**src/sv/dof_pkg.sv**
```systemverilog
// ----------------------------------------------------------------------------
// dof_pkg
// Shared types and codes for the DHCP option finder: controller states,
// command and status bundles, option and result codes.
// ----------------------------------------------------------------------------
package dof_pkg;

   // option codes with special meaning
   localparam logic [7:0] CODE_PAD      = 8'd0;
   localparam logic [7:0] CODE_END      = 8'd255;
   localparam logic [7:0] CODE_OVERLOAD = 8'd52;

   // result status codes
   localparam logic [1:0] STATUS_FOUND     = 2'd0;
   localparam logic [1:0] STATUS_NOT_FOUND = 2'd1;
   localparam logic [1:0] STATUS_MALFORMED = 2'd2;

   // region codes
   localparam logic [1:0] REGION_OPTIONS = 2'd0;
   localparam logic [1:0] REGION_FILE    = 2'd1;
   localparam logic [1:0] REGION_SNAME   = 2'd2;

   typedef enum logic [3:0] {
      ST_IDLE,
      ST_INIT,
      ST_CODE_RD,
      ST_CODE_EVAL,
      ST_LEN_RD,
      ST_LEN_EVAL,
      ST_OVL_RD,
      ST_OVL_EVAL,
      ST_DONE
   } state_type;

   // which byte of an option the store read fetches
   typedef enum logic [1:0] {
      RD_CODE,
      RD_LEN,
      RD_OVL
   } rd_sel_type;

   typedef struct packed {
      logic       load_byte;     // input transfer this cycle
      logic       init;          // restart scan at options region
      logic       rd_en;
      rd_sel_type rd_sel;
      logic       load_code;
      logic       load_len;
      logic       step_one;      // pad: advance by one
      logic       skip_now;      // advance past option, length from read data
      logic       skip_saved;    // advance past option, saved length
      logic       apply_ovl;     // merge overload bits
      logic       enter_file;
      logic       enter_sname;
      logic       load_result;
      logic [1:0] result_status;
   } cmd_type;

   typedef struct packed {
      logic at_end;      // no bytes left in region
      logic is_pad;
      logic is_end;
      logic len_out;     // length byte would lie past region
      logic overrun;     // option data past region
      logic match;
      logic is_overload;
      logic file_ok;
      logic sname_ok;
   } status_type;

endpackage

```
**src/sv/dof_ctrl.sv**
```systemverilog
// ----------------------------------------------------------------------------
// dof_ctrl
// Sequencer for the option scan: accepts bytes, steps the datapath through
// code, length and overload reads, and holds the result handshake.
// ----------------------------------------------------------------------------
module dof_ctrl (
   input  logic               clock,
   input  logic               reset,
   input  logic               req_valid,
   input  logic               req_last_byte,
   output logic               req_ready,
   output logic               rsp_valid,
   input  logic               rsp_ready,
   input  dof_pkg::status_type stat,
   output dof_pkg::cmd_type    cmd
);
   import dof_pkg::*;

   state_type  state_ff, state_in;
   logic [1:0] result_ff, result_in;
   logic       rsp_valid_ff, rsp_valid_in;
   logic       out_free;

   assign out_free  = !rsp_valid_ff || rsp_ready;
   assign req_ready = (state_ff == ST_IDLE);
   assign rsp_valid = rsp_valid_ff;

   // next state
   always_comb begin
      state_in  = state_ff;
      result_in = result_ff;
      case (state_ff)
         ST_IDLE: begin
            if (req_valid && req_last_byte) state_in = ST_INIT;
         end
         ST_INIT: state_in = ST_CODE_RD;
         ST_CODE_RD: begin
            if (stat.at_end) begin
               result_in = STATUS_MALFORMED;
               state_in  = ST_DONE;
            end else begin
               state_in = ST_CODE_EVAL;
            end
         end
         ST_CODE_EVAL: begin
            if (stat.is_pad) begin
               state_in = ST_CODE_RD;
            end else if (stat.is_end) begin
               if (stat.file_ok || stat.sname_ok) begin
                  state_in = ST_CODE_RD;
               end else begin
                  result_in = STATUS_NOT_FOUND;
                  state_in  = ST_DONE;
               end
            end else if (stat.len_out) begin
               result_in = STATUS_MALFORMED;
               state_in  = ST_DONE;
            end else begin
               state_in = ST_LEN_RD;
            end
         end
         ST_LEN_RD: state_in = ST_LEN_EVAL;
         ST_LEN_EVAL: begin
            if (stat.overrun) begin
               result_in = STATUS_MALFORMED;
               state_in  = ST_DONE;
            end else if (stat.match) begin
               result_in = STATUS_FOUND;
               state_in  = ST_DONE;
            end else if (stat.is_overload) begin
               state_in = ST_OVL_RD;
            end else begin
               state_in = ST_CODE_RD;
            end
         end
         ST_OVL_RD:   state_in = ST_OVL_EVAL;
         ST_OVL_EVAL: state_in = ST_CODE_RD;
         ST_DONE: begin
            if (out_free) state_in = ST_IDLE;
         end
         default: state_in = ST_IDLE;
      endcase
   end

   // commands
   always_comb begin
      cmd               = '0;
      cmd.rd_sel        = RD_CODE;
      cmd.result_status = result_ff;
      rsp_valid_in      = rsp_valid_ff && !rsp_ready;
      case (state_ff)
         ST_IDLE: cmd.load_byte = req_valid;
         ST_INIT: cmd.init = 1'b1;
         ST_CODE_RD: begin
            cmd.rd_en  = !stat.at_end;
            cmd.rd_sel = RD_CODE;
         end
         ST_CODE_EVAL: begin
            cmd.load_code = 1'b1;
            if (stat.is_pad) begin
               cmd.step_one = 1'b1;
            end else if (stat.is_end) begin
               cmd.enter_file  = stat.file_ok;
               cmd.enter_sname = !stat.file_ok && stat.sname_ok;
            end
         end
         ST_LEN_RD: begin
            cmd.rd_en  = 1'b1;
            cmd.rd_sel = RD_LEN;
         end
         ST_LEN_EVAL: begin
            cmd.load_len = 1'b1;
            cmd.skip_now = !stat.overrun && !stat.match && !stat.is_overload;
         end
         ST_OVL_RD: begin
            cmd.rd_en  = 1'b1;
            cmd.rd_sel = RD_OVL;
         end
         ST_OVL_EVAL: begin
            cmd.apply_ovl  = 1'b1;
            cmd.skip_saved = 1'b1;
         end
         ST_DONE: begin
            if (out_free) begin
               cmd.load_result = 1'b1;
               rsp_valid_in    = 1'b1;
            end
         end
         default: ;
      endcase
   end

   always_ff @(posedge clock) begin
      if (reset) begin
         state_ff     <= ST_IDLE;
         result_ff    <= STATUS_NOT_FOUND;
         rsp_valid_ff <= 1'b0;
      end else begin
         state_ff     <= state_in;
         result_ff    <= result_in;
         rsp_valid_ff <= rsp_valid_in;
      end
   end

endmodule

```
**src/sv/dof_dpath.sv**
```systemverilog
// ----------------------------------------------------------------------------
// dof_dpath
// Packet store, scan pointer, region and overload flags, and the result
// register of the option finder.
// ----------------------------------------------------------------------------
module dof_dpath #(
   parameter int OPTIONS_BYTES = 308,
   parameter int FILE_BYTES    = 128,
   parameter int SNAME_BYTES   = 64
) (
   input  logic                clock,
   input  logic                reset,
   input  dof_pkg::cmd_type    cmd,
   output dof_pkg::status_type stat,
   input  logic [1:0]          req_region,
   input  logic [8:0]          req_byte_offset,
   input  logic [7:0]          req_byte_value,
   input  logic [7:0]          req_wanted_code,
   input  logic                req_last_byte,
   output logic [1:0]          rsp_status,
   output logic [1:0]          rsp_found_region,
   output logic [8:0]          rsp_data_offset,
   output logic [7:0]          rsp_data_length
);
   import dof_pkg::*;

   localparam int DEPTH      = OPTIONS_BYTES + FILE_BYTES + SNAME_BYTES;
   localparam int MAX_A      = (OPTIONS_BYTES > FILE_BYTES) ? OPTIONS_BYTES : FILE_BYTES;
   localparam int MAX_REGION = (MAX_A > SNAME_BYTES) ? MAX_A : SNAME_BYTES;
   // pointer holds region size plus a full option skip
   localparam int PTR_W      = $clog2(MAX_REGION + 258);
   localparam int ADDR_W     = $clog2(DEPTH);
   localparam int SUM_W      = ((ADDR_W > PTR_W) ? ADDR_W : PTR_W) + 1;

   function automatic logic [PTR_W-1:0] region_size(input logic [1:0] r);
      case (r)
         REGION_OPTIONS: region_size = PTR_W'(OPTIONS_BYTES);
         REGION_FILE:    region_size = PTR_W'(FILE_BYTES);
         REGION_SNAME:   region_size = PTR_W'(SNAME_BYTES);
         default:        region_size = '0;
      endcase
   endfunction

   function automatic logic [ADDR_W-1:0] store_addr(input logic [1:0] r,
                                                    input logic [PTR_W-1:0] pos);
      logic [SUM_W-1:0] base;
      logic [SUM_W-1:0] sum;
      case (r)
         REGION_FILE:  base = SUM_W'(OPTIONS_BYTES);
         REGION_SNAME: base = SUM_W'(OPTIONS_BYTES + FILE_BYTES);
         default:      base = '0;
      endcase
      sum        = base + SUM_W'(pos);
      store_addr = sum[ADDR_W-1:0];
   endfunction

   logic [7:0]       mem [DEPTH];
   logic [7:0]       rd_data_ff;
   logic [PTR_W-1:0] ptr_ff, ptr_in;
   logic [1:0]       region_ff, region_in;
   logic [3:0]       flags_ff, flags_in;
   logic [7:0]       code_ff, search_ff, len_ff;
   logic [1:0]       rsp_status_ff, rsp_region_ff;
   logic [8:0]       rsp_offset_ff;
   logic [7:0]       rsp_length_ff;

   logic [PTR_W-1:0] wr_off, cur_size, ptr1, ptr2, rd_pos, opt_end;
   logic             wr_en;
   logic [1:0]       ovl_bits;

   assign wr_off   = PTR_W'(req_byte_offset);
   assign wr_en    = cmd.load_byte && (wr_off < region_size(req_region));
   assign cur_size = region_size(region_ff);
   assign ptr1     = ptr_ff + PTR_W'(1);
   assign ptr2     = ptr_ff + PTR_W'(2);
   assign opt_end  = ptr2 + PTR_W'(rd_data_ff);

   always_comb begin
      case (cmd.rd_sel)
         RD_CODE: rd_pos = ptr_ff;
         RD_LEN:  rd_pos = ptr1;
         RD_OVL:  rd_pos = ptr2;
         default: rd_pos = ptr_ff;
      endcase
   end

   // overload byte past the region counts as zero
   assign ovl_bits = (ptr2 >= cur_size) ? 2'b00 : rd_data_ff[1:0];

   always_comb begin
      stat.at_end      = (ptr_ff >= cur_size);
      stat.is_pad      = (rd_data_ff == CODE_PAD);
      stat.is_end      = (rd_data_ff == CODE_END);
      stat.len_out     = (ptr1 >= cur_size);
      stat.overrun     = (opt_end > cur_size);
      stat.match       = (code_ff == search_ff);
      stat.is_overload = (code_ff == CODE_OVERLOAD);
      stat.file_ok     = flags_ff[0] && !flags_ff[2];
      stat.sname_ok    = flags_ff[1] && !flags_ff[3];
   end

   // store: one write port for loading, one registered read for the scan
   always_ff @(posedge clock) begin
      if (wr_en) mem[store_addr(req_region, wr_off)] <= req_byte_value;
      if (cmd.rd_en) rd_data_ff <= mem[store_addr(region_ff, rd_pos)];
   end

   always_comb begin
      ptr_in    = ptr_ff;
      region_in = region_ff;
      flags_in  = flags_ff;
      if (cmd.init) begin
         ptr_in    = '0;
         region_in = REGION_OPTIONS;
         flags_in  = '0;
      end else if (cmd.enter_file) begin
         ptr_in    = '0;
         region_in = REGION_FILE;
         flags_in  = flags_ff | 4'b0100;
      end else if (cmd.enter_sname) begin
         ptr_in    = '0;
         region_in = REGION_SNAME;
         flags_in  = flags_ff | 4'b1000;
      end else if (cmd.step_one) begin
         ptr_in = ptr1;
      end else if (cmd.skip_now) begin
         ptr_in = opt_end;
      end else if (cmd.skip_saved) begin
         ptr_in = ptr2 + PTR_W'(len_ff);
      end
      if (cmd.apply_ovl) flags_in = flags_ff | {2'b00, ovl_bits};
   end

   always_ff @(posedge clock) begin
      if (reset) begin
         ptr_ff    <= '0;
         region_ff <= REGION_OPTIONS;
         flags_ff  <= '0;
         search_ff <= '0;
      end else begin
         ptr_ff    <= ptr_in;
         region_ff <= region_in;
         flags_ff  <= flags_in;
         if (cmd.load_byte && req_last_byte) search_ff <= req_wanted_code;
      end
   end

   always_ff @(posedge clock) begin
      if (cmd.load_code) code_ff <= rd_data_ff;
      if (cmd.load_len) len_ff <= rd_data_ff;
      if (cmd.load_result) begin
         rsp_status_ff <= cmd.result_status;
         if (cmd.result_status == STATUS_FOUND) begin
            rsp_region_ff <= region_ff;
            rsp_offset_ff <= ptr2[8:0];
            rsp_length_ff <= len_ff;
         end else begin
            rsp_region_ff <= '0;
            rsp_offset_ff <= '0;
            rsp_length_ff <= '0;
         end
      end
   end

   assign rsp_status       = rsp_status_ff;
   assign rsp_found_region = rsp_region_ff;
   assign rsp_data_offset  = rsp_offset_ff;
   assign rsp_data_length  = rsp_length_ff;

endmodule

```
**src/sv/dhcp_option_finder_top.sv**
```systemverilog
// ----------------------------------------------------------------------------
// dhcp_option_finder_top
// Stores the options, file and sname bytes of one DHCP packet and, after the
// last byte, looks up one option code, following overload into file and
// sname.
// ----------------------------------------------------------------------------
//  channel  | direction | signals
//  ---------+-----------+-----------------------------------------------------
//  req_     | in        | valid/ready, region, byte_offset, byte_value,
//           |           | wanted_code, last_byte
//  rsp_     | out       | valid/ready, status, found_region, data_offset,
//           |           | data_length
//
//  Bytes load one transfer per cycle into a single-port-write store.
//  The scan is bound by the store's registered read: each code, length or
//  overload byte is read, then evaluated, between init and the result post.
//  While scanning req_ready is low; the result sits in an output register,
//  so new bytes are taken while it waits on rsp_ready.
//  Reset (synchronous) clears control state only; store contents are
//  undefined until written.
// ----------------------------------------------------------------------------
module dhcp_option_finder_top #(
   parameter int OPTIONS_BYTES = 308,
   parameter int FILE_BYTES    = 128,
   parameter int SNAME_BYTES   = 64
) (
   input  logic       clock,
   input  logic       reset,
   input  logic       req_valid,
   output logic       req_ready,
   input  logic [1:0] req_region,
   input  logic [8:0] req_byte_offset,
   input  logic [7:0] req_byte_value,
   input  logic [7:0] req_wanted_code,
   input  logic       req_last_byte,
   output logic       rsp_valid,
   input  logic       rsp_ready,
   output logic [1:0] rsp_status,
   output logic [1:0] rsp_found_region,
   output logic [8:0] rsp_data_offset,
   output logic [7:0] rsp_data_length
);
   import dof_pkg::*;

   cmd_type    cmd;
   status_type stat;

   // sequencer: owns both handshakes
   dof_ctrl u_ctrl (
      .clock         (clock),
      .reset         (reset),
      .req_valid     (req_valid),
      .req_last_byte (req_last_byte),
      .req_ready     (req_ready),
      .rsp_valid     (rsp_valid),
      .rsp_ready     (rsp_ready),
      .stat          (stat),
      .cmd           (cmd)
   );

   // store, scan registers and result register
   dof_dpath #(
      .OPTIONS_BYTES (OPTIONS_BYTES),
      .FILE_BYTES    (FILE_BYTES),
      .SNAME_BYTES   (SNAME_BYTES)
   ) u_dpath (
      .clock            (clock),
      .reset            (reset),
      .cmd              (cmd),
      .stat             (stat),
      .req_region       (req_region),
      .req_byte_offset  (req_byte_offset),
      .req_byte_value   (req_byte_value),
      .req_wanted_code  (req_wanted_code),
      .req_last_byte    (req_last_byte),
      .rsp_status       (rsp_status),
      .rsp_found_region (rsp_found_region),
      .rsp_data_offset  (rsp_data_offset),
      .rsp_data_length  (rsp_data_length)
   );

endmodule
```
**config.mk**
```make
export PLATFORM = sky130hd
export DESIGN_NAME = dhcp_option_finder_top
export DESIGN_NICKNAME = d
export VERILOG_FILES = /design/src/sv/dof_pkg.sv /design/src/sv/dof_ctrl.sv /design/src/sv/dof_dpath.sv /design/src/sv/dhcp_option_finder_top.sv
export SDC_FILE = /design/constraint.sdc
export NUM_CORES = 2
export LEC_CHECK = 0
export BUFFER_PORTS_ARGS = -buffer_cell sky130_fd_sc_hd__buf_2
export CAP_MARGIN = 20
export CORE_MARGIN = 2
export CORE_UTILIZATION = 28
export DETAILED_ROUTE_END_ITERATION = 10
export SETUP_SLACK_MARGIN = 0.02
export SLEW_MARGIN = 20
export SYNTH_ARGS = -nofsm -noshare
export SYNTH_HDL_FRONTEND = slang
export SYNTH_SLANG_ARGS = --single-unit
```
**constraint.sdc**
```tcl
create_clock -name clock -period 9.9 [get_ports clock]
set_input_delay 2.475 -clock clock [delete_from_list [all_inputs] [get_ports clock]]
set_output_delay 2.475 -clock clock [all_outputs]
set_load 0.01 [all_outputs]
```
==> qor.txt <==
Final global-route overflow total = 0
Max Cap Violations = 0
Crit-path max FO = 48
Critical Path AT = 8220 ps
Total Neg Setup Slack = 0 ps
Worst hold-check path type = flip-flop to flip-flop
Placed Cells = 20.12k
Drt pass-1 iters = 6
CTS Hold Bufs = 0
Netlist cell types = 89
Period minus WS final = 7512 ps
Worst Max-Slew Pin Slew = 1225 ps
# setup viols final = 0
CP Capture Type = flip-flop
Htree depth = 5
RSZ-0062 raised after global routing = no
Synth-to-Final Area Change = 13.26%
Power per standard cell area = 187.0 nW/um^2
Crit path kind = flip-flop to flip-flop
Crit path buffers/inverters = 2
CP delay by family, top = compound AO/OA/AOI/OAI gates
Placeable Area = 602600 sq um
Sequential cell area fraction in the yosys report = 72.08%
Synthesis warning total = 0
Worst-skew pair later-pin latency = 1000 ps
Vias = 112.7k
Global Route Usage Sum = 17.95%
Fraction of layout cells with a size suffix above 1 = 8.667%
Pleak = 62.06 nW
Top-Level Pins = 55
CP max stage delay = 950 ps
Final std cells w/o fill = 20.88k
Pwr Total = 35.88 mW
Crit path launch type = flip-flop
Largest net degree at the start of global routing = 152
Peak VDD IR = 0.0001419 V
Die Area = 611200 sq um
First-pass GRT wire length = 803700 microns
Post-CTS Setup Bufs = 0
Post-synthesis register bit count = 4076
Outcome = completed
Post-route DRC = 0
Post-Route WL = 576100 microns
Area leader, netlist = edfxtp_1
CTS Sinks = 4076
Wire per inst = 27.59 microns
Max-slew headroom = 18.11%
Post-Syn Area = 169400 sq um
Final Wtd Congestion = 0.8981
Nets = 12.59k
CTS clk-pin slew, worst paths = 70 ps
Port bufs = 54
Async SR Flop Fraction = 0%
Ys flop type = edfxtp_1
CTS tree = built
Number of global-route vias before repair = 106.4k
Critical path, cell by cell = nor2b_1, nand2_1, inv_1, ha_4, nor2b_4, buf_4, o22ai_1, a21oi_1, ha_1, xnor2_4, nand2_1, o31ai_1, o31ai_1, a211oi_1, a311o_1, a211oi_1
Slew Viols, Final = 0
Die X = 781.8 microns
Die H = 781.8 microns
Clock Path Buffers = 4
CTS root buf = clkbuf_16
Post_cts resized = 0
Initial antenna violation count = 31
Synth Area per Inst = 13.35 sq um
DR vias/cell = 5.396
Synth top area share = 71.71%
Worst Path Required = 10610 ps
Syn Nets = 12.79k
Num rows = 285
Post-route ant nets = 0
Final HPWL DP = 340800 microns
Final hold vios = 0
Worst path slowest cell = o31ai_1
Number of synthesized flops with an enable pin = 4045
Highest clock rate = 133.1 MHz
Worst Hold Margin = 472.3 ps
Final period util = 75.88%
Largest cells by area after synthesis = edfxtp_1 (72%), nand2_1 (6.5%), nand3_1 (4.4%), mux2i_1 (2.6%), mux4_2 (1.6%)
DRT iter0 DRCs = 17.53k
CTS Buf Count = 405
Mapped Cells = 12.69k
Final Skew = 68.20 ps
Core Util, Final = 31.84%
Starting Density = 28.11%
routing by layer:
metal  track usage, %  part of all wire, %  up-vias
met2            27.25                   44     7574
met3            4.210                   12     1242
met1            24.63                   39    56620
met4            7.546                  4.7       16
met5                0                0.019        -
li1                 -                    -    47200
logic make-up after synthesis:
logic type               count (synthesis)  share of synthesized area, %
flip-flops                            4076                         72.08
AO/OA/AOI/OAI                         1277                         5.476
buffers and inverters                  997                         2.781
XOR/XNOR                                53                        0.2829
multiplexers                           571                         4.285
adder cells (fa/ha/maj)                 71                        0.5333
AND/OR/NAND/NOR                       5640                         14.57
synth_stat cells, types with 17 or more instances:
cell type and number:
edfxtp_1 4045, nand2_1 2914, nand3_1 1483, nor2_1 590
mux2i_1 445, clkbuf_1 401, buf_2 347, and3_1 320
a31oi_1 268, a311oi_1 218, a21oi_1 199, mux4_2 123
buf_4 94, nand4_1 85, o21ai_0 84, buf_1 72
ha_1 69, a211oi_1 68, a32oi_1 67, nor3_1 67
inv_1 62, a22o_1 43, o311ai_0 38, nor2b_1 35
xnor2_1 35, or3_1 33, a221oi_1 32, a22oi_1 31
and2_1 31, dfxtp_1 31, a311o_1 25, o22ai_1 23
a21o_1 22, nor4_1 21, o31ai_1 19, nor3b_1 17
o2111ai_1 17, o211ai_1 17
power by group:
part	total (mW)	leakage [nW]	switching, mW	internal [mW]
sequential	19.1	36.6	0.0665	19.0
clock	15.3	6.30	6.74	8.52
combinational	1.53	19.2	1.22	0.309
total	35.9	62.1	8.03	27.9
metrics by stage:
step	instance area, sq um	setup WS, ps
6_report	191900	2388
5_1_grt	191800	2241
4_1_cts	191800	2572
3_5_place_dp	178800	2003
3_3_place_gp	178800	1891
2_1_floorplan	169400	4186
cell type report:
| cell class | count | area (sq um) |
|---|---|---|
| clock buffer | 498 | 10620 |
| inverter | 62 | 242.7 |
| tap | 8036 | 10050 |
| antenna | 11 | 27.53 |
| timing repair buffer | 334 | 3328 |
| sequential | 4076 | 122100 |
| clock inverter | 248 | 2375 |
| multi-input combinational | 7612 | 43110 |
| fill | 59280 | 410800 |
worst paths after layout:
| path | slack (ps) | cells after the start | end | startpoint |
|---|---|---|---|---|
| worst max-delay path | 2390 | 16 | u_dpath.rd_data_ff[2] | u_ctrl.state_ff[2] |
| worst min-delay path | 470 | 1 | u_dpath.flags_ff[2] | u_dpath.flags_ff[2] |
| worst max register to register | 2390 | 16 | u_dpath.rd_data_ff[2] | u_ctrl.state_ff[2] |
| worst min register to register | 470 | 1 | u_dpath.flags_ff[2] | u_dpath.flags_ff[2] |
worst register-to-register path, delay by kind of cell (launching register included):
kind	cells	cell delay, ps
compound gates	7	2780
simple gates	4	1800
fa+ha+maj	2	1020
buf+inv	2	690
flops	1	480
xor+xnor	1	480
registers in the layout, summed over array words and instances, names as in the netlist:
| name | flops |
|---|---|
| u_ctrl.rsp_valid | 1 |
| u_dpath.flags_ff | 4 |
| u_dpath.rsp_status | 2 |
| u_dpath.region_ff | 2 |
| u_dpath.code_ff | 8 |
| u_ctrl.result_ff | 2 |
| u_dpath.search_ff | 8 |
| u_dpath.len_ff | 8 |
| u_dpath.mem | 4000 |
| u_dpath.rd_data_ff | 8 |
| u_ctrl.state_ff | 4 |
| u_dpath.rsp_data_length | 8 |
| u_dpath.rsp_data_offset | 9 |
| u_dpath.rsp_found_region | 2 |
| u_dpath.ptr_ff | 10 |
cells in the final DEF, fill, tap and decap left out, types with 67 or more instances in the layout:
cell,netlist,final
clkbuf_16,0,411
clkbuf_1,401,86
buf_4,94,210
nand3_1,1483,1479
mux4_2,123,123
buf_12,1,70
a211oi_1,68,68
a31oi_1,268,268
o21ai_0,84,84
edfxtp_1,4045,4045
clkinv_1,0,108
mux2i_1,445,445
a311oi_1,218,218
nor2_1,590,574
and3_1,320,320
a21oi_1,199,198
nand4_1,85,85
nand2_1,2914,2898
a32oi_1,67,67
Note: power is estimated with default switching activity, not from simulation.
